### src/hw/rtl/pime_pkg.sv
// Shared types, constants and helpers for the polynomial identity evaluator.
// Used by every RTL file of the block except pime_ram; depends on nothing else.

package pime_pkg;

    localparam int NUM_POINTS = 32;
    localparam int IDX_W      = (NUM_POINTS > 1) ? $clog2(NUM_POINTS) : 1;
    localparam int PADDR_W    = $clog2(2 * NUM_POINTS);
    localparam int MOD_W      = 30;
    localparam int COEF_W     = 32;
    localparam int EXP_W      = 32;
    localparam int BIT_W      = $clog2(EXP_W);

    localparam logic [MOD_W-1:0] MODULUS_RESET = 30'd1000000007;
    localparam logic [MOD_W-1:0] MODULUS_MIN   = 30'd2;

    localparam logic [2:0] ACT_LOAD    = 3'd0;
    localparam logic [2:0] ACT_START   = 3'd1;
    localparam logic [2:0] ACT_TERM    = 3'd2;
    localparam logic [2:0] ACT_CLOSE   = 3'd3;
    localparam logic [2:0] ACT_COMPARE = 3'd4;

    typedef struct packed {
        logic [2:0]        action;
        logic              side;
        logic [4:0]        point_index;
        logic [MOD_W-1:0]  point_value;
        logic              coef_negative;
        logic [COEF_W-1:0] coef_magnitude;
        logic [EXP_W-1:0]  exponent;
    } s_item_t;

    typedef struct packed {
        logic answer_valid;
        logic identical;
    } m_item_t;

    typedef struct packed {
        logic              start;
        logic [MOD_W-1:0]  a;
        logic [COEF_W-1:0] b;
        logic [MOD_W-1:0]  m;
    } mul_req_t;

    typedef struct packed {
        logic             done;
        logic [MOD_W-1:0] result;
    } mul_rsp_t;

    typedef enum logic [4:0] {
        ST_CLEAR,
        ST_IDLE,
        ST_INIT,
        ST_COEF,
        ST_PT_RD,
        ST_PT_RED,
        ST_POW_MUL,
        ST_POW_SQR,
        ST_TERM,
        ST_SUM_RED,
        ST_SUM_WR,
        ST_CL_RD,
        ST_CL_RED,
        ST_CL_MUL,
        ST_CMP_RD,
        ST_CMP_RED,
        ST_DONE
    } state_t;

    function automatic logic [PADDR_W-1:0] prod_addr(logic side, logic [IDX_W-1:0] idx);
        return PADDR_W'(idx) + (side ? PADDR_W'(NUM_POINTS) : PADDR_W'(0));
    endfunction

endpackage

### src/hw/rtl/pime_mulmod.sv
// Bit-serial modular multiplier computing (a * b) mod m, one bit of b per cycle.
// Depends on pime_pkg; operand a must already be below m.

module pime_mulmod
    import pime_pkg::*;
(
    input  logic     aclk,
    input  logic     aresetn,
    input  mul_req_t req,
    output mul_rsp_t rsp
);

    logic [MOD_W-1:0]  acc_reg, acc_next;
    logic [MOD_W-1:0]  a_reg;
    logic [COEF_W-1:0] b_reg;
    logic [MOD_W-1:0]  m_reg;
    logic [BIT_W-1:0]  cnt_reg;
    logic              busy_reg;
    logic              done_reg;
    logic [MOD_W:0]    dbl;
    logic [MOD_W:0]    dbl_red;
    logic [MOD_W:0]    sum;

    always_comb begin
        dbl     = {acc_reg, 1'b0};
        dbl_red = (dbl >= {1'b0, m_reg}) ? dbl - {1'b0, m_reg} : dbl;
        sum     = dbl_red + (b_reg[COEF_W-1] ? {1'b0, a_reg} : '0);
        acc_next = (sum >= {1'b0, m_reg}) ? MOD_W'(sum - {1'b0, m_reg}) : MOD_W'(sum);
    end

    always_ff @(posedge aclk) begin
        if (!aresetn) begin
            busy_reg <= 1'b0;
            done_reg <= 1'b0;
        end else begin
            done_reg <= 1'b0;
            if (req.start) begin
                busy_reg <= 1'b1;
            end else if (busy_reg && cnt_reg == BIT_W'(COEF_W - 1)) begin
                busy_reg <= 1'b0;
                done_reg <= 1'b1;
            end
        end
        if (req.start) begin
            acc_reg <= '0;
            a_reg   <= req.a;
            b_reg   <= req.b;
            m_reg   <= req.m;
            cnt_reg <= '0;
        end else if (busy_reg) begin
            acc_reg <= acc_next;
            b_reg   <= {b_reg[COEF_W-2:0], 1'b0};
            cnt_reg <= cnt_reg + 1'b1;
        end
    end

    assign rsp.done   = done_reg;
    assign rsp.result = acc_reg;

endmodule

### config.mk
export PLATFORM = sky130hd
export DESIGN_NAME = pime_mulmod
export DESIGN_NICKNAME = d
export VERILOG_FILES = /design/src/hw/rtl/pime_pkg.sv /design/src/hw/rtl/pime_mulmod.sv
export SDC_FILE = /design/constraint.sdc
export NUM_CORES = 1
export LEC_CHECK = 0
export BUFFER_PORTS_ARGS = -buffer_cell sky130_fd_sc_hd__buf_2
export CORE_MARGIN = 2
export CORE_UTILIZATION = 40
export DETAILED_ROUTE_END_ITERATION = 8
export PLACE_DENSITY = 0.57
export SLEW_MARGIN = 40
export SYNTH_ARGS = -nofsm -noshare
export SYNTH_HDL_FRONTEND = slang
export SYNTH_SLANG_ARGS = --single-unit
### constraint.sdc
create_clock -name aclk -period 12.09 [get_ports aclk]
set_input_delay 1.8135 -clock aclk [delete_from_list [all_inputs] [get_ports aclk]]
set_output_delay 1.8135 -clock aclk [all_outputs]
set_load 0.1 [all_outputs]
Yosys cells after proc, flatten, opt, wreduce, memory -nomap -nowiden
Cells that the tools add are included.

word-level totals
  register bits = 129
  output and inout bits = 31

operators by class
  add/subtract/negate cells = 4
  order comparisons = 2
  equal/unequal tests = 1
  mux-type cells = 8
  bitwise gates (word level) = 1
  reductions and logical operators = 4

operators by type and width
  kind                                                            number
  32-bit 2-to-1 mux                                               2
  31-bit by 30-bit greater-or-equal comparator with 1-bit output  2
  30-bit 2-to-1 mux                                               2
  31-bit by 30-bit adder with 31-bit output                       1
  31-bit 2-to-1 mux                                               1
  31-bit by 30-bit subtractor with 31-bit output                  1
  30-bit subtractor                                               1
  5-bit by 1-bit adder with 5-bit output (second input constant)  1
  5-bit equality test (second input constant)                     1
  2-bit nonzero test                                              2
  1-bit 2-to-1 mux                                                3
  2-bit OR reduction                                              1
  1-bit logical AND                                               1
  1-bit inverter                                                  1

Longest topological paths before layout
Gate-level depths: netlist of run 1.

  depth after elaboration = 5
  depth in mapped cells = 35
  depth with buffers taken out = 33

Worst setup path before layout of run 1
Ideal clock, no wire load.

  path kind = reg-to-reg
  start point = register acc_reg[0]
  end point = register acc_reg[11]
  library setup time = 122 ps
  data arrival time = 7829 ps
  data required time = 11968 ps
  setup slack = 4140 ps
  cell stages (with the launch flop) = 32
  buffers on the path = 3
  period minus slack after synthesis = 7950 ps
  path through = dfxtp_1 > ha_1 > nor2b_1 > o31a_1 > o31a_1 > a2111oi_4 > nor2_1 > a211oi_2 > clkbuf_1 > clkbuf_1 > nor2_1 > ha_1 > fa_1 > a211oi_1 > o211ai_1 > a211oi_1 > o311ai_0 > a21o_1 > a21oi_1 > xnor2_1 > ha_1 > a21o_1 > a21o_1 > a21o_1 > o21ai_0 > a21oi_1 > o41ai_1 > or3_1 > a21o_1 > clkbuf_1 > nand2_1 > o311a_1

between the ends
  longest elaborated chain between the ends = 5
  elaborated cells on any way between the ends = 7
  those cells by class = add/sub (3); order compare (2); mux (2)

RTL lines
  item                                                                                                                              RTL line           source
  start, declared                                                                                                                   pime_mulmod.sv:13  logic [MOD_W-1:0] acc_reg, acc_next;
  start signal, assigned                                                                                                            pime_mulmod.sv:51  acc_reg <= acc_next;
  31-bit by 30-bit subtractor with 31-bit output or 31-bit by 30-bit greater-or-equal comparator with 1-bit output (tied branches)  pime_mulmod.sv:26  dbl_red = (dbl >= {1'b0, m_reg}) ? dbl - {1'b0, m_reg} : dbl;
  31-bit 2-to-1 mux *                                                                                                               pime_mulmod.sv:26
  31-bit by 30-bit adder with 31-bit output *                                                                                       pime_mulmod.sv:27  sum = dbl_red + (b_reg[COEF_W-1] ? {1'b0, a_reg} : '0);
  30-bit subtractor or 31-bit by 30-bit greater-or-equal comparator with 1-bit output (tied branches)                               pime_mulmod.sv:28  acc_next = (sum >= {1'b0, m_reg}) ? MOD_W'(sum - {1'b0, m_reg}) : MOD_W'(sum);
  30-bit 2-to-1 mux *                                                                                                               pime_mulmod.sv:28

Mark *: on every way between the ends. The rest lies on a longest branch, timed or not.
A chain may end at the register's enable or synchronous reset.

Final worst setup path of run 1
  start point = register m_reg[1]
  end point = register acc_reg[16]

between the ends
  longest elaborated chain between the ends = 5
  elaborated cells on any way between the ends = 7
  those cells by class = add/sub (3); order compare (2); mux (2)

RTL lines
  item                                                                                                                              RTL line           source
  start, declared                                                                                                                   pime_mulmod.sv:16  logic [MOD_W-1:0] m_reg;
  start signal, assigned                                                                                                            pime_mulmod.sv:48  m_reg <= req.m;
  31-bit by 30-bit subtractor with 31-bit output or 31-bit by 30-bit greater-or-equal comparator with 1-bit output (tied branches)  pime_mulmod.sv:26
  31-bit 2-to-1 mux                                                                                                                 pime_mulmod.sv:26
  31-bit by 30-bit adder with 31-bit output                                                                                         pime_mulmod.sv:27
  30-bit subtractor or 31-bit by 30-bit greater-or-equal comparator with 1-bit output (tied branches)                               pime_mulmod.sv:28
  30-bit 2-to-1 mux *                                                                                                               pime_mulmod.sv:28

Marked as above.

==> run metrics, run 1 <==
number of enable flip-flop cells after synthesis=92; clock slew at reported path FFs=70 ps; WL met1=13900 um; count leader, synth=nor2_1; Post-synth top flop=edfxtp_1; Critical-path top delay cell=a211oi_1; top cells by area in the synthesized netlist=edfxtp_1 27%, ha_1 11%, dfxtp_1 7.3%; clock tree buffer depth=2; crit path capture type=register; syn nets=approximately 1.3k; number of global-route vias before repair=8541; Routed Antenna Nets=0; # Max-Cap Violations=0; status=completed; antenna violations before repair=0; GR Overflow Total=0; Cell Area, Synth=10100 um^2; cell taking the most area after synthesis=edfxtp_1; setup bufs post-CTS=0; Synth async-reset ratio=0; critical path launch point type=register; Filler cells=2483; Reg2Reg Depth=30; fin crit share=0.732; min-delay worst type=reg -> reg; final WL=29700 um; met3 wire len=1620 um; Buf/Inv on CP=2; die area=approximately 27000 um^2; Port Buffer Count=around 130; synth warn=0; via count=between 9k and 10k; Setup crit start=m_reg[1]$_DFFE_PP_; routed len/inst=18.9 um; Hold-fix buffers, CTS=0; worst clock skew=~12 ps; H-tree lvl count=4; Max-Slew Margin vs Limit=0.464; Max stage delay on crit path=580 ps; total clock buffers created by CTS=17; Syn Area/Cell=9.08 um^2; reg2reg start=m_reg[1]$_DFFE_PP_; fmax=approximately 0.11 GHz; Tightest Pin Transition=~800 ps; gr usage total=0.225; Syn Inst Count=between 1k and 1.5k; Largest register FFs=32; via/cell ratio=5.75; antenna diode count=0; Synth-to-Final Area Change=15.5%; Initial Util=0.404; Sequential Area=3500 um^2; # clock sinks=129; CTS tree=done; Critical Path RT=12400 ps; WL met2=~13000 um; min cycle time layout=around 8800 ps; global-route wire length before repair=46500 um; post-synthesis sequential area ratio=0.346; Hold Path Depth=2; largest net degree at the start of global routing=85; Final Hold Viols=0; top layer in use=met4; multi-input logic area=just over 6000 um^2; drt first pass iters=6; Root Driver=clkbuf_16; Pins Over Slew Limit=0; RSZ-0062 raised after global routing=no; # rows=58; r2r setup slk=3240 ps; worst skew pair latency=430 ps; Finished Core Util=0.467; layout cells sized above 1=0.170; R2R Path End=acc_reg[16]$_SDFFE_PP0P_; core area=25000 um^2; 1st-iter DRT viols=671; I/O pins=126; CP delay by family, top=compound AO/OA/AOI/OAI gates; post-CTS resize count=0; worst setup path end=acc_reg[16]$_SDFFE_PP0P_; Crit path arrival time=9160 ps; Levels on crit path=30; gpl congestion=0.918; critical path class=reg -> reg; Final setup violation count=0; final setup TNS=0 ps; most frequent CP cell=a21o_1; chip width=163 um; DP HPWL=22200 um; NumNets Final=1422; Crit Path Max Fanout=19; chip height=163 um; Unique masters post-synth=68; post-synthesis register bit count=~130; DRC Markers=0; Synth top area share=0.273; Min Hold Slack=505 ps; Synth top cells by count=95 x nor2_1, 93 x ha_1, 92 x edfxtp_1
==> worst reg2reg max path, delay by kind of cell (launching register included) <==
family | cells | cell delay, ps
AO/OA/AOI/OAI | 18 | 5430
AND/OR/NAND/NOR | 5 | 1070
adder cells (fa/ha/maj) | 4 | 1310
buffers and inverters | 2 | 400
XOR/XNOR | 1 | 110
flip-flops | 1 | 420
==> cells by family after synthesis <==
group	Yosys count	synth area share
compound gates	350	0.234
xor+xnor	68	0.0589
mux	36	0.0394
fa+ha+maj	96	0.121
simple gates	333	0.162
buf+inv	102	0.0392
flops	129	0.346
==> cell type report <==
type	instances	area share
Clock inverter	15	0.0131
Timing Repair Buffer	137	0.0618
Clock buffer	17	0.0364
Tap cell	330	0.0353
Sequential cell	129	0.300
Inverter	63	0.0202
Multi-Input combinational cell	883	0.534
==> cells in the final DEF (no fill, tap or decap), drive strengths merged, types with 21 or more instances in the layout <==
master | Yosys | routed
ha | 93 | 93
nand2 | 80 | 80
xor2 | 21 | 21
a21o | 28 | 28
a21oi | 86 | 86
edfxtp | 92 | 92
dfxtp | 37 | 37
and2 | 32 | 32
inv | 63 | 74
xnor2 | 47 | 47
mux2 | 31 | 31
buf | 9 | 137
nor2 | 95 | 95
o21ai | 67 | 67
a211oi | 28 | 28
nor3 | 24 | 24
==> how the worst min path moves through the flow <==
| stage | from | endpoint | slack [ps] |
|---|---|---|---|
| 2_1_floorplan | cnt_reg[4]$_SDFFE_PP0P_ | cnt_reg[4]$_SDFFE_PP0P_ | 470 |
| 3_3_place_gp | cnt_reg[4]$_SDFFE_PP0P_ | cnt_reg[4]$_SDFFE_PP0P_ | 480 |
| 3_5_place_dp | cnt_reg[4]$_SDFFE_PP0P_ | cnt_reg[4]$_SDFFE_PP0P_ | 500 |
| 4_1_cts | acc_reg[13]$_SDFFE_PP0P_ | acc_reg[13]$_SDFFE_PP0P_ | 510 |
| 5_1_grt | cnt_reg[4]$_SDFFE_PP0P_ | cnt_reg[4]$_SDFFE_PP0P_ | 560 |
| 6_report | acc_reg[13]$_SDFFE_PP0P_ | acc_reg[13]$_SDFFE_PP0P_ | 510 |
==> routing by layer <==
layer	vias to the layer above	global-route usage
met5	-	0
met4	0	0.0740
met3	38	0.0391
met2	273	0.357
met1	4344	0.311
li1	4403	-
==> per-stage QoR <==
step / worst slack (ps) / area, um^2 / instances
2_1_floorplan: 4140 / 10100 / 1114
3_3_place_gp: 3310 / 11100 / 1542
3_5_place_dp: 3410 / 11100 / 1542
4_1_cts: 3360 / 11700 / 1574
5_1_grt: 2670 / 11700 / 1574
6_report: 3240 / 11700 / 1574
Power of run 1 is not shown: default switching activity piles up to over one toggle a cycle in this logic, so the estimate is an artifact.
==> run 2: changes to the inputs <==
--- a/config.mk
+++ b/config.mk
@@ -9,7 +9,7 @@
 export CORE_MARGIN = 2
 export CORE_UTILIZATION = 40
 export DETAILED_ROUTE_END_ITERATION = 8
-export PLACE_DENSITY = 0.57
+export PLACE_DENSITY = 0.59
 export SLEW_MARGIN = 40
 export SYNTH_ARGS = -nofsm -noshare
 export SYNTH_HDL_FRONTEND = slang
==> constraint.sdc (replaced) <==
create_clock -name aclk -period 7.7 [get_ports aclk]
set_input_delay 1.155 -clock aclk [delete_from_list [all_inputs] [get_ports aclk]]
set_output_delay 1.155 -clock aclk [all_outputs]
set_load 0.1 [all_outputs]
==> run 2 against run 1 <==
Compared with the run above:
- worst setup slack got worse by 3000 ps
- critical path depth increased by 4
- clock skew increased by 3.8 ps
- cell count increased by 3.5%
- hold slack improved by 8.0 ps
- global-route usage increased by 0.44 points
- via count increased by 1.1%
- maximum frequency increased by 19%
- highest routed layer unchanged
- non-clock buffer count increased by 55
- sequential share of layout area decreased by 1.6 points
- largest cell class unchanged
==> run metrics, run 2 (synthesized netlist as in run 1, its figures left out) <==
Port Buffer Count=125 (unchanged); core area=25000 um^2 (unchanged); worst skew pair latency=440 ps (about the same); die area=26600 um^2 (unchanged); fmax=0.135 GHz (+19%); final setup TNS=0 ps (unchanged); Max-Slew Margin vs Limit=0.444 (-0.0203); I/O pins=126 (unchanged); # clock sinks=129 (unchanged); most frequent CP cell=buf_4; via count=9158 (+1.1%); clock slew at reported path FFs=70 ps (about the same); final WL=30800 um (+3.9%); critical path class=reg -> reg; CTS tree=done; Tightest Pin Transition=825 ps (+30.2 ps); Buf/Inv on CP=8 (+6); Root Driver=clkbuf_16; Initial Util=0.404 (unchanged); min cycle time layout=7430 ps (-1420 ps); # Max-Cap Violations=0 (unchanged); layout cells sized above 1=0.246 (+0.0759); antenna violations before repair=0 (unchanged); gr usage total=0.229 (+0.00439); total clock buffers created by CTS=17 (unchanged); min-delay worst type=reg -> reg; Routed Antenna Nets=0 (unchanged); Pins Over Slew Limit=0 (unchanged); RSZ-0062 raised after global routing=yes; # rows=58 (unchanged); critical path launch point type=register; via/cell ratio=5.62 (-2.3%); Synth-to-Final Area Change=22.6%; Final Hold Viols=0 (unchanged); NumNets Final=1477 (+3.9%); chip height=163 um (unchanged); Critical Path RT=8030 ps (-4370 ps); clock tree buffer depth=2 (unchanged); 1st-iter DRT viols=754 (+12%); gpl congestion=0.885 (-3.6%); Filler cells=2437 (-1.9%); commonest non-fill, non-tap cell in the layout=buf_2; DP HPWL=23100 um (+4.3%); Max stage delay on crit path=420 ps (-160 ps); drt first pass iters=5 (-1); DRC Markers=0 (unchanged); worst clock skew=15.6 ps (+3.83 ps); Crit Path Max Fanout=15 (-4); CP delay by family, top=compound AO/OA/AOI/OAI gates; Crit path arrival time=7760 ps (-1400 ps); chip width=163 um (unchanged); antenna diode count=0 (unchanged); routed len/inst=18.9 um (+0.37%); Largest register FFs=32 (unchanged); H-tree lvl count=4 (unchanged); status=completed; global-route wire length before repair=47400 um (+1.8%); Final setup violation count=0 (unchanged); Hold-fix buffers, CTS=0 (unchanged); crit path capture type=register; Critical-path top delay cell=edfxtp_1; GR Overflow Total=0 (unchanged); largest net degree at the start of global routing=52 (-39%); most frequent cells in the layout=124 x buf_2, 92 x ha_1, 92 x edfxtp_1; number of global-route vias before repair=8598 (+0.67%); fin crit share=0.965 (+0.233)
-- run 2: changes by cell type in the layout (fill, tap and decap cells not counted), moves of 5 or more --
cell and change:
dfxtp_2 +10, a21oi_1 -6, a21oi_2 +5, dfxtp_1 -10, a211oi_1 -5, a211oi_2 +5
buf_4 +53
-- run 2: worst register-to-register path: cells and delay by family, from the launching register on --
kind                       cells  cell delay [ps]
adders and majority gates      3              890
AOI/OAI and AO/OA             15             3350
and+or+nand+nor                7             1290
buffers and inverters          8             1250
DFF                            1              420
xor gates and xnor gates       1              140
-- run 2: repair_timing --
action,4_1_cts,5_1_grt
setup endpoints to repair,27,30
endpoints found under the hold margin,0,0
setup buffers,1,16
pin swaps,1,18
gates resized for setup,2,53
-- run 2: cell type report --
| class | count | area (um^2) | area share |
|---|---|---|---|
| clock buffers | 17 | 425 | 0.0343 |
| clock inverters | 15 | 184 | 0.0148 |
| inverters | 63 | 236 | 0.0191 |
| multi-input cells | 883 | 6480 | 0.522 |
| flip-flops and latches | 129 | 3520 | 0.283 |
| well taps | 330 | 413 | 0.0333 |
| repair buffers | 192 | 1150 | 0.0928 |
-- run 2: path summary, 6_finish.rpt --
check	to	slack (ps)	startpoint	cells past startpoint
worst max-delay path	acc_reg[9]$_SDFFE_PP0P_	270	m_reg[1]$_DFFE_PP_	34
worst max register to register	acc_reg[9]$_SDFFE_PP0P_	270	m_reg[1]$_DFFE_PP_	34
worst min register to register	cnt_reg[4]$_SDFFE_PP0P_	510	cnt_reg[4]$_SDFFE_PP0P_	2
worst min-delay path	cnt_reg[4]$_SDFFE_PP0P_	510	cnt_reg[4]$_SDFFE_PP0P_	2
-- run 2: stage by stage --
| step | worst slack, ps | std cells | util | area (um^2) | hold WS [ps] |
|---|---|---|---|---|---|
| floorplan | 7.42 | 1114 | - | 10100 | 467 |
| global placement | -13.4 | 1580 | 0.456 | 11400 | 482 |
| detailed placement | -50.4 | 1580 | 0.456 | 11400 | 495 |
| CTS | 24.5 | 1613 | 0.481 | 12000 | 513 |
| global route | -137 | 1629 | 0.495 | 12400 | 554 |
| finish | 270 | 1629 | 0.495 | 12400 | 513 |
-- run 2: layer usage --
| metal | track usage | vias to the layer above | wire, um |
|---|---|---|---|
| li1 | - | 4523 | - |
| met2 | 0.363 | 262 | 14100 |
| met5 | 0 | - | 0 |
| met3 | 0.0447 | 40 | 1710 |
| met1 | 0.315 | 4333 | 14200 |
| met4 | 0.0748 | 0 | 794 |
Power of run 2 is left out for the same reason.
