===== src/hw/rtl/pime_pkg.sv =====
// Shared types, constants and helpers for the polynomial identity evaluator.
// Used by every RTL file of the block except pime_ram; depends on nothing else.

package pime_pkg;

    localparam int NUM_POINTS = 32;
    localparam int IDX_W      = (NUM_POINTS > 1) ? $clog2(NUM_POINTS) : 1;
    localparam int PADDR_W    = $clog2(2 * NUM_POINTS);
    localparam int MOD_W      = 30;
    localparam int COEF_W     = 32;
    localparam int EXP_W      = 32;
    localparam int BIT_W      = $clog2(EXP_W);

    localparam logic [MOD_W-1:0] MODULUS_RESET = 30'd1000000007;
    localparam logic [MOD_W-1:0] MODULUS_MIN   = 30'd2;

    localparam logic [2:0] ACT_LOAD    = 3'd0;
    localparam logic [2:0] ACT_START   = 3'd1;
    localparam logic [2:0] ACT_TERM    = 3'd2;
    localparam logic [2:0] ACT_CLOSE   = 3'd3;
    localparam logic [2:0] ACT_COMPARE = 3'd4;

    typedef struct packed {
        logic [2:0]        action;
        logic              side;
        logic [4:0]        point_index;
        logic [MOD_W-1:0]  point_value;
        logic              coef_negative;
        logic [COEF_W-1:0] coef_magnitude;
        logic [EXP_W-1:0]  exponent;
    } s_item_t;

    typedef struct packed {
        logic answer_valid;
        logic identical;
    } m_item_t;

    typedef struct packed {
        logic              start;
        logic [MOD_W-1:0]  a;
        logic [COEF_W-1:0] b;
        logic [MOD_W-1:0]  m;
    } mul_req_t;

    typedef struct packed {
        logic             done;
        logic [MOD_W-1:0] result;
    } mul_rsp_t;

    typedef enum logic [4:0] {
        ST_CLEAR,
        ST_IDLE,
        ST_INIT,
        ST_COEF,
        ST_PT_RD,
        ST_PT_RED,
        ST_POW_MUL,
        ST_POW_SQR,
        ST_TERM,
        ST_SUM_RED,
        ST_SUM_WR,
        ST_CL_RD,
        ST_CL_RED,
        ST_CL_MUL,
        ST_CMP_RD,
        ST_CMP_RED,
        ST_DONE
    } state_t;

    function automatic logic [PADDR_W-1:0] prod_addr(logic side, logic [IDX_W-1:0] idx);
        return PADDR_W'(idx) + (side ? PADDR_W'(NUM_POINTS) : PADDR_W'(0));
    endfunction

endpackage


===== src/hw/rtl/pime_seq.sv =====
// Sequencer of the evaluator: handshakes, per-point loops and store accesses.
// Depends on pime_pkg; drives the shared pime_mulmod unit and three pime_ram stores.

module pime_seq
    import pime_pkg::*;
(
    input  logic               aclk,
    input  logic               aresetn,
    input  logic               s_valid,
    output logic               s_ready,
    input  s_item_t            s_data,
    output logic               m_valid,
    input  logic               m_ready,
    output m_item_t            m_data,
    input  logic [MOD_W-1:0]   modulus,
    output mul_req_t           mul_req,
    input  mul_rsp_t           mul_rsp,
    output logic               pt_we,
    output logic [IDX_W-1:0]   pt_waddr,
    output logic [MOD_W-1:0]   pt_wdata,
    output logic [IDX_W-1:0]   pt_raddr,
    input  logic [MOD_W-1:0]   pt_rdata,
    output logic               sum_we,
    output logic [IDX_W-1:0]   sum_waddr,
    output logic [MOD_W-1:0]   sum_wdata,
    output logic [IDX_W-1:0]   sum_raddr,
    input  logic [MOD_W-1:0]   sum_rdata,
    output logic               prod_we,
    output logic [PADDR_W-1:0] prod_waddr,
    output logic [MOD_W-1:0]   prod_wdata,
    output logic [PADDR_W-1:0] prod_raddr,
    input  logic [MOD_W-1:0]   prod_rdata
);

    state_t             state_reg, state_next;
    s_item_t            item_reg, item_next;
    logic [IDX_W-1:0]   idx_reg, idx_next;
    logic [PADDR_W-1:0] clr_reg, clr_next;
    logic [BIT_W-1:0]   bit_reg, bit_next;
    logic [EXP_W-1:0]   exp_reg, exp_next;
    logic [MOD_W-1:0]   acc_reg, acc_next;
    logic [MOD_W-1:0]   base_reg, base_next;
    logic [MOD_W-1:0]   coef_reg, coef_next;
    logic [MOD_W-1:0]   tmp_reg, tmp_next;
    logic               same_reg, same_next;
    logic               cmp_side_reg, cmp_side_next;
    logic               issued_reg, issued_next;
    logic               m_valid_reg, m_valid_next;
    m_item_t            out_reg, out_next;
    logic [MOD_W-1:0]   m_eff;
    logic [MOD_W:0]     sum_add;
    logic [MOD_W-1:0]   sum_red;
    logic               idx_last;
    logic               go;
    logic               done;

    always_ff @(posedge aclk) begin
        if (!aresetn) begin
            state_reg   <= ST_CLEAR;
            clr_reg     <= '0;
            issued_reg  <= 1'b0;
            m_valid_reg <= 1'b0;
        end else begin
            state_reg   <= state_next;
            clr_reg     <= clr_next;
            issued_reg  <= issued_next;
            m_valid_reg <= m_valid_next;
        end
        item_reg     <= item_next;
        idx_reg      <= idx_next;
        bit_reg      <= bit_next;
        exp_reg      <= exp_next;
        acc_reg      <= acc_next;
        base_reg     <= base_next;
        coef_reg     <= coef_next;
        tmp_reg      <= tmp_next;
        same_reg     <= same_next;
        cmp_side_reg <= cmp_side_next;
        out_reg      <= out_next;
    end

    always_comb begin
        m_eff    = (modulus < MODULUS_MIN) ? MODULUS_MIN : modulus;
        sum_add  = {1'b0, tmp_reg} + {1'b0, acc_reg};
        sum_red  = (sum_add >= {1'b0, m_eff}) ? MOD_W'(sum_add - {1'b0, m_eff})
                                              : MOD_W'(sum_add);
        idx_last = (idx_reg == IDX_W'(NUM_POINTS - 1));
        go       = !issued_reg;
        done     = mul_rsp.done;

        state_next    = state_reg;
        item_next     = item_reg;
        idx_next      = idx_reg;
        clr_next      = clr_reg;
        bit_next      = bit_reg;
        exp_next      = exp_reg;
        acc_next      = acc_reg;
        base_next     = base_reg;
        coef_next     = coef_reg;
        tmp_next      = tmp_reg;
        same_next     = same_reg;
        cmp_side_next = cmp_side_reg;
        out_next      = out_reg;
        m_valid_next  = m_valid_reg;

        mul_req.start = 1'b0;
        mul_req.a     = MOD_W'(1);
        mul_req.b     = '0;
        mul_req.m     = m_eff;

        pt_we      = 1'b0;
        pt_waddr   = IDX_W'(s_data.point_index);
        pt_wdata   = s_data.point_value;
        sum_we     = 1'b0;
        sum_waddr  = idx_reg;
        sum_wdata  = '0;
        prod_we    = 1'b0;
        prod_waddr = prod_addr(item_reg.side, idx_reg);
        prod_wdata = MOD_W'(1);

        if (m_valid_reg && m_ready) begin
            m_valid_next = 1'b0;
        end

        unique case (state_reg)
            ST_CLEAR: begin
                prod_we    = 1'b1;
                prod_waddr = clr_reg;
                sum_we     = (clr_reg < PADDR_W'(NUM_POINTS));
                sum_waddr  = IDX_W'(clr_reg);
                clr_next   = clr_reg + 1'b1;
                if (clr_reg == PADDR_W'(2 * NUM_POINTS - 1)) begin
                    state_next = ST_IDLE;
                end
            end
            ST_IDLE: begin
                if (s_valid) begin
                    item_next     = s_data;
                    idx_next      = '0;
                    cmp_side_next = 1'b0;
                    same_next     = (s_data.action == ACT_COMPARE);
                    unique case (s_data.action)
                        ACT_LOAD: begin
                            pt_we      = (32'(s_data.point_index) < NUM_POINTS);
                            state_next = ST_DONE;
                        end
                        ACT_START:   state_next = ST_INIT;
                        ACT_TERM:    state_next = ST_COEF;
                        ACT_CLOSE:   state_next = ST_CL_RD;
                        ACT_COMPARE: state_next = ST_CMP_RD;
                        default:     state_next = ST_DONE;
                    endcase
                end
            end
            ST_INIT: begin
                prod_we  = 1'b1;
                sum_we   = 1'b1;
                idx_next = idx_reg + 1'b1;
                if (idx_last) begin
                    state_next = ST_DONE;
                end
            end
            ST_COEF: begin
                mul_req.start = go;
                mul_req.b     = item_reg.coef_magnitude;
                if (done) begin
                    coef_next = (item_reg.coef_negative && mul_rsp.result != '0)
                              ? m_eff - mul_rsp.result : mul_rsp.result;
                    state_next = ST_PT_RD;
                end
            end
            ST_PT_RD: begin
                acc_next   = MOD_W'(1);
                exp_next   = item_reg.exponent;
                bit_next   = '0;
                state_next = ST_PT_RED;
            end
            ST_PT_RED: begin
                mul_req.start = go;
                mul_req.b     = COEF_W'(pt_rdata);
                if (done) begin
                    base_next  = mul_rsp.result;
                    state_next = ST_POW_MUL;
                end
            end
            ST_POW_MUL: begin
                if (exp_reg[0]) begin
                    mul_req.start = go;
                    mul_req.a     = acc_reg;
                    mul_req.b     = COEF_W'(base_reg);
                    if (done) begin
                        acc_next   = mul_rsp.result;
                        state_next = ST_POW_SQR;
                    end
                end else begin
                    state_next = ST_POW_SQR;
                end
            end
            ST_POW_SQR: begin
                mul_req.start = go;
                mul_req.a     = base_reg;
                mul_req.b     = COEF_W'(base_reg);
                if (done) begin
                    base_next = mul_rsp.result;
                    exp_next  = exp_reg >> 1;
                    bit_next  = bit_reg + 1'b1;
                    state_next = (bit_reg == BIT_W'(EXP_W - 1)) ? ST_TERM : ST_POW_MUL;
                end
            end
            ST_TERM: begin
                mul_req.start = go;
                mul_req.a     = coef_reg;
                mul_req.b     = COEF_W'(acc_reg);
                if (done) begin
                    acc_next   = mul_rsp.result;
                    state_next = ST_SUM_RED;
                end
            end
            ST_SUM_RED: begin
                mul_req.start = go;
                mul_req.b     = COEF_W'(sum_rdata);
                if (done) begin
                    tmp_next   = mul_rsp.result;
                    state_next = ST_SUM_WR;
                end
            end
            ST_SUM_WR: begin
                sum_we     = 1'b1;
                sum_wdata  = sum_red;
                idx_next   = idx_reg + 1'b1;
                state_next = idx_last ? ST_DONE : ST_PT_RD;
            end
            ST_CL_RD: begin
                state_next = ST_CL_RED;
            end
            ST_CL_RED: begin
                mul_req.start = go;
                mul_req.b     = COEF_W'(prod_rdata);
                if (done) begin
                    tmp_next   = mul_rsp.result;
                    state_next = ST_CL_MUL;
                end
            end
            ST_CL_MUL: begin
                mul_req.start = go;
                mul_req.a     = tmp_reg;
                mul_req.b     = COEF_W'(sum_rdata);
                if (done) begin
                    prod_we    = 1'b1;
                    prod_wdata = mul_rsp.result;
                    sum_we     = 1'b1;
                    idx_next   = idx_reg + 1'b1;
                    state_next = idx_last ? ST_DONE : ST_CL_RD;
                end
            end
            ST_CMP_RD: begin
                state_next = ST_CMP_RED;
            end
            ST_CMP_RED: begin
                mul_req.start = go;
                mul_req.b     = COEF_W'(prod_rdata);
                if (done) begin
                    if (!cmp_side_reg) begin
                        tmp_next      = mul_rsp.result;
                        cmp_side_next = 1'b1;
                        state_next    = ST_CMP_RD;
                    end else begin
                        if (mul_rsp.result != tmp_reg) begin
                            same_next = 1'b0;
                        end
                        cmp_side_next = 1'b0;
                        idx_next      = idx_reg + 1'b1;
                        state_next    = idx_last ? ST_DONE : ST_CMP_RD;
                    end
                end
            end
            ST_DONE: begin
                if (!m_valid_reg || m_ready) begin
                    out_next.answer_valid = (item_reg.action == ACT_COMPARE);
                    out_next.identical    = same_reg;
                    m_valid_next          = 1'b1;
                    state_next            = ST_IDLE;
                end
            end
            default: begin
                state_next = ST_IDLE;
            end
        endcase

        if (mul_req.start) begin
            issued_next = 1'b1;
        end else if (done) begin
            issued_next = 1'b0;
        end else begin
            issued_next = issued_reg;
        end
    end

    assign s_ready    = (state_reg == ST_IDLE);
    assign m_valid    = m_valid_reg;
    assign m_data     = out_reg;
    assign pt_raddr   = idx_reg;
    assign sum_raddr  = idx_reg;
    assign prod_raddr = prod_addr((item_reg.action == ACT_COMPARE) ? cmp_side_reg
                                                                   : item_reg.side, idx_reg);

endmodule


===== config.mk =====
export PLATFORM = sky130hd
export DESIGN_NAME = pime_seq
export DESIGN_NICKNAME = d
export VERILOG_FILES = /design/src/hw/rtl/pime_pkg.sv /design/src/hw/rtl/pime_seq.sv
export SDC_FILE = /design/constraint.sdc
export NUM_CORES = 1
export LEC_CHECK = 0
export CORE_AREA = 4 4 187 189
export DETAILED_ROUTE_END_ITERATION = 16
export DIE_AREA = 0 0 191 193
export DONT_BUFFER_PORTS = 1
export PLACE_DENSITY = 0.74
export SLEW_MARGIN = 20
export SYNTH_ARGS = -nofsm -noshare
export SYNTH_HDL_FRONTEND = slang
export SYNTH_SLANG_ARGS = --single-unit
export TNS_END_PERCENT = 20

===== constraint.sdc =====
create_clock -name aclk -period 9.6 [get_ports aclk]
set_clock_uncertainty 0.1 [all_clocks]
set_input_delay 0.96 -clock aclk [delete_from_list [all_inputs] [get_ports aclk]]
set_output_delay 0.96 -clock aclk [all_outputs]
set_load 0.1 [all_outputs]

# ---- Word level (Yosys, flattened, before mapping)
# Index checks and enable logic that the tools add are counted.
dict set report totals {
  regBits 248
  inputBits 259
  out_inout_bits 222
}
dict set report op_classes {
  n_addsub 8
  n_lt_le_gt_ge 3
  n_eq_ne 43
  n_mux 72
  reduce_logical 32
}
# op count
set ops {}
lappend ops {{2-to-1 mux 30 bit} 11}
lappend ops {{one-hot mux 32 bit (7 select lines)} 1}
lappend ops {{2-to-1 mux 5 bit} 24}
lappend ops {{one-hot mux 30 bit (4 select lines)} 1}
lappend ops {{one-hot mux 30 bit (3 select lines)} 1}
lappend ops {{one-hot mux 5 bit (17 select lines)} 1}
lappend ops {{one-hot mux 32 bit (2 select lines)} 1}
lappend ops {{2-to-1 mux 63 bit} 1}
lappend ops {{one-hot mux 30 bit (2 select lines)} 1}
lappend ops {{subtractor 30 bit} 2}
lappend ops {{equality test 5 x 4 -> 1 bit, second input constant} 8}
lappend ops {{one-hot mux 5 bit (4 select lines)} 2}
lappend ops {{2-to-1 mux 32 bit} 1}
lappend ops {{!= test 2 bit, second input constant} 16}
lappend ops {{adder 30 x 30 -> 31 bit} 1}
lappend ops {{>= comparator 31 x 30 -> 1 bit} 1}
lappend ops {{less-than comparator 30 x 2 -> 1 bit, second input constant} 1}
lappend ops {{!= test 30 bit} 1}
lappend ops {{nonzero test 30 bit} 1}
lappend ops {{equality test 5 x 3 -> 1 bit, second input constant} 4}
lappend ops {{2-to-1 mux 6 bit} 3}
lappend ops {{2-to-1 mux 1 bit} 17}
lappend ops {{equality test 5 bit, second input constant} 3}
lappend ops {{AND reduction 13 bit} 1}
lappend ops {{other kinds (30)} 54}

# ---- Logic depth before layout (Yosys ltp)
dict set report depth {
  ltp_word 5
  mapped_depth 23
  depth_no_buf 22
}

# ---- Least setup slack after synthesis
# OpenSTA, ideal clock, no wires.
dict set report synth_timing {
  kind {flip-flop to output port}
  from {register tmp_reg[0]}
  to {output sum_wdata[0]}
  arrival_ns 6.812
  slack_ns 1.728
  stages_incl_launch_ff 23
  cell_sequence {edfxtp_1 ha_1 inv_1 fa_1 nor2b_1 o31a_1 o311a_1 o41ai_4 o21ai_0 a21o_1 a21oi_1 xnor2_1 ha_1 a21o_1 a21o_1 a21o_1 a31oi_1 o211ai_1 and2_1 a21bo_2 a221oi_4 nor2b_1 a211oi_1}
}
dict set report synth_between {
  elab_chain_len 4
  elab_cells_between_ends 5
  classes_between {2 x add/sub; 1 x order compare; 2 x mux}
}
# item line
set synth_lines {}
lappend synth_lines {{start: declaration} pime_seq.sv:44} ;# logic [MOD_W-1:0] tmp_reg, tmp_next;
lappend synth_lines {{start signal: assignment} pime_seq.sv:76} ;# tmp_reg <= tmp_next;
lappend synth_lines {{adder 30 x 30 -> 31 bit (*)} pime_seq.sv:84} ;# sum_add = {1'b0, tmp_reg} + {1'b0, acc_reg};
lappend synth_lines {{subtractor 30 bit / >= comparator 31 x 30 -> 1 bit (equally long branches)} pime_seq.sv:85} ;# sum_red = (sum_add >= {1'b0, m_eff}) ? MOD_W'(sum_add - {1'b0, m_eff})
lappend synth_lines {{2-to-1 mux 30 bit (*)} pime_seq.sv:85}
lappend synth_lines {{2-to-1 mux 30 bit (*)} pime_seq.sv:125} ;# unique case (state_reg)
lappend synth_lines {{end: declaration} pime_seq.sv:25} ;# output logic [MOD_W-1:0] sum_wdata,
# Every way passes the cells marked *; elsewhere a longest branch is shown, timed or not.

# ---- Final worst setup path
dict set report layout_timing {
  from {register acc_reg[0]}
  to {output sum_wdata[9]}
}
dict set report layout_between {
  elab_chain_len 4
  elab_cells_between_ends 5
  classes_between {2 x add/sub; 1 x order compare; 2 x mux}
}
# item line
set layout_lines {}
lappend layout_lines {{start: declaration} pime_seq.sv:41} ;# logic [MOD_W-1:0] acc_reg, acc_next;
lappend layout_lines {{start signal: assignment} pime_seq.sv:73} ;# acc_reg <= acc_next;
lappend layout_lines {{adder 30 x 30 -> 31 bit (*)} pime_seq.sv:84}
lappend layout_lines {{subtractor 30 bit / >= comparator 31 x 30 -> 1 bit (equally long branches)} pime_seq.sv:85}
lappend layout_lines {{2-to-1 mux 30 bit (*)} pime_seq.sv:85}
lappend layout_lines {{2-to-1 mux 30 bit (*)} pime_seq.sv:125}
# Marks and branches as above.

==> reports/results.txt <==
At the end of routability-driven placement, the weighted congestion stood at 0.935. The critical-path maximum fanout is 37, and the post-CTS resize count is 0. The internal power of the cells totals 3.14 mW. Sorting the synthesized cells by area gives the leading types as edfxtp_1, ha_1, nand2_1. The critical path's largest stage delay works out to 0.83 ns. The number of sinks on the clock net was 248; the count of H-tree levels built during CTS was 1. The cell with the biggest individual delay on the critical path was nor2_2. The share of async-settable or async-resettable flops after synthesis is 0. The run finished with clean final reports. The floorplan step defined a die boundary enclosing 0.0369 sq mm. The mapped netlist covers 0.0170 sq mm. In this run the tool buffered the top-level ports with 0 buffer cells.

The simple logic cell fraction of the synthesized area is 0.146, and the post-route clock period utilization is 0.851. CTS placed an instance of clkbuf_16 at the clock tree root. STA classifies the critical path startpoint as a flop. Setup repair after global routing left no endpoint under its margin.

The area share of the leading cell type in the synthesized netlist is 0.415, and the floorplan core area is 0.0333 sq mm. The run gives 0.156 as the clock power share. The routed length per instance is 27.1 um, and the share of final-layout standard cells stronger than drive strength 1 is 0.108. The final sum of negative setup slack came out at 0 ns. Peak clock frequency supported by timing: 122 MHz. The run gives 2108 as the net count of the mapped netlist. Counting the buffers created by CTS gives 27. Die width: 191 um. STA classifies the critical path endpoint as an output pin.

The number of cells produced by synthesis came out at 1752. The proportion of power drawn by combinational gates was 0.609; the latest clock arrival within the worst-skew pair was 0.55 ns. The worst endpoint data arrival time was 7.11 ns; the flip-flop count of the largest register after layout was 69. The count of antenna-violating nets left after detailed routing was 0; the pin count of the biggest net entering global routing was 70. Fraction of the mapped netlist area in compound gates: 0.191.

The post-synthesis share of cell area spent on full adders, half adders and majority gates is 0.0726, and the slew of the pin with the lowest slew margin is 1.13 ns. After global routing the overflow that remains totals 0. The floorplan step set the die height to 193 um. The logs give 0.234 for the sequential share of power and 13331 for the via count of the first global-routing pass. The areal power density over the cells is 370 mW/mm^2, and the number of setup buffers added after CTS is 0. The synthesized design contains 248 register bits. Setup violations remaining at the end of the flow were counted as 0. The cts-stage hold buffer count is 0.

Using the TritonRoute via totals, the vias-per-cell ratio works out to 6.53. The mux share of post-synthesis cell area works out to 0.0338. The tools report the detailed-router iteration count before antenna repair as 8.

The routed layout has 13913 vias. In the routed design, unresolved DRC markers number 0. TritonCTS built the clock tree.

Worst slew margin relative to its limit: 0.243. The required time at the worst-slack endpoint is 8.54 ns, and the count of final hold-check violations is 0. The tools report the final HPWL from detailed placement as 43900 um. After the first detailed-routing iteration, the DRC count stood at 1382.

The number of cell rows was 67. The share of total power consumed by net switching works out to 0.538. The final layout net count was 2015; the maximum ir drop on the vdd rail was 0.000253 V.

The switching power came out at 3.66 mW. The initial standard-cell utilization of the core came out at 0.511. After synthesis, the largest family of logic cells by area is compound AO/OA/AOI/OAI gates. No sink is reached through more buffers than the 3 on the longest clock path. By instance count, the leading cell after synthesis is edfxtp_1.

Path type of the worst setup path: flop to output pin. For the end-of-flow core utilization, the log shows 0.553. The area growth from synthesis to final layout was 8.03%; the number of max-cap violations was 0. During I/O placement, the number of pins put on the boundary was 481.

The minimum period implied by the final worst setup slack came out at 8.17 ns. The number of enable flip-flop cells after synthesis works out to 235. The mean area per synthesized cell came out at 9.72 sq um. The total routing resource utilization after global routing is 0.296, and the number of filler cells placed in the layout is 2905. For this design the static power due to leakage is 7.28 nW. The clock transition at the register clock pins on the worst setup and hold paths after CTS is 0.06 ns. edfxtp_1 takes more of the synthesized area than any other cell. The xor/xnor share of the synthesized area is 0.0592. The tools report the sequential cell area fraction in the yosys report as 0.430. Most used flip-flop cell after synthesis: edfxtp_1. The number of pins exceeding their max-slew limit in the final report was 0; the count of different cell masters after synthesis was 71. Sorting the synthesized cells by how often they occur yields edfxtp_1, nand2_1, nor2_1. The logs give 2 for the initial antenna violation count and 0 for the number of warning messages in the yosys log. The first-pass GRT wire length is 83100 um, and the total detailed-routing wirelength is 57600 um. Type of the tightest min-delay check: flop to flop. The signal on the critical path passes through ha_1 -> inv_1 -> fa_1 -> nor2b_1 -> o31a_1 -> o311a_1 -> o41ai_4 -> o311ai_2 -> a221oi_1 -> o21ai_0 -> a21oi_1 -> xor2_1 -> inv_1 -> ha_1 -> a21o_1 -> a21o_1 -> a21oi_1 -> a21bo_2 -> a221oi_4 -> buf_4 -> mux2i_1 -> nor2_2.
-- power by group through the flow --
stage	combinational (mW)	sequential, mW	clock [mW]
after detailed placement	4.11	1.62	0
final	4.15	1.60	1.06
after CTS	4.12	1.59	1.08
after global placement	4.07	1.61	0
after floorplan	3.52	1.57	0
after global routing	4.42	1.61	1.12
-- worst paths after layout --
path | startpoint | end | slack [ns] | depth (start not counted)
setup reg to reg | state_reg[0] | item_reg[42] | 5.74 | 8
hold reg to reg | same_reg | m_data[0] | 0.35 | 0
hold / removal | same_reg | m_data[0] | 0.35 | 0
setup / recovery | acc_reg[0] | sum_wdata[9] | 1.43 | 22
-- layer usage --
metal / vias to the layer above / routed length, um / GRT usage
met5: - / 13 / 0
met1: 6740 / 21800 / 0.365
met2: 775 / 28000 / 0.508
met4: 2 / 2130 / 0.0986
met3: 125 / 5760 / 0.0776
li1: 6271 / - / -
-- layout by cell type, fill, tap and decap left out, drive strengths merged, types with 29 or more instances in the layout --
cell	instances
nand2	228
a22o	32
xnor2	57
ha	94
buf	38
o21ai	65
xor2	58
clkbuf	29
a21oi	82
a21o	39
a222oi	60
inv	91
mux2i	53
a221o	30
edfxtp	235
nor2	148
-- metrics by stage --
step / area (sq um) / setup WS [ns] / total power, mW / std cells / hold WS, ns
after floorplan: 17000 / 1.73 / 5.08 / 1752 / 0.300
after global placement: 17500 / 2.06 / 5.68 / 2078 / 0.322
after detailed placement: 17500 / 2.00 / 5.72 / 2078 / 0.328
after CTS: 18400 / 1.43 / 6.80 / 2128 / 0.350
after global routing: 18400 / 1.06 / 7.15 / 2128 / 0.352
final: 18400 / 1.43 / 6.81 / 2130 / 0.347
-- area by class of cell --
type	count	area, sq um	share of cell area
clock inverter	21	221	0.0120
multi-input combinational	1254	8840	0.481
sequential	248	7320	0.398
tap	448	561	0.0305
timing repair buffer	38	425	0.0231
clock buffer	29	683	0.0371
inverter	90	338	0.0184
antenna	2	5.00	0.000272
-- cells by family (layout without fill, tap and decap cells) --
kind of cell	Yosys count	in the layout
xor+xnor	115	115
buf+inv	250	178
fa+ha+maj	97	97
mux	57	57
simple gates	554	554
flops	248	248
other cells	0	2
compound gates	431	431
-- critical path, delay by kind of cell, from the launching register on --
| family | cells | cell delay, ns |
|---|---|---|
| AOI/OAI and AO/OA | 12 | 3.21 |
| buffers and inverters | 3 | 0.66 |
| muxes | 1 | 0.17 |
| and+or+nand+nor | 2 | 0.90 |
| xor gates and xnor gates | 1 | 0.36 |
| adders and majority gates | 3 | 0.83 |
| DFF | 1 | 0.43 |
(Power assumes the default switching activity.)
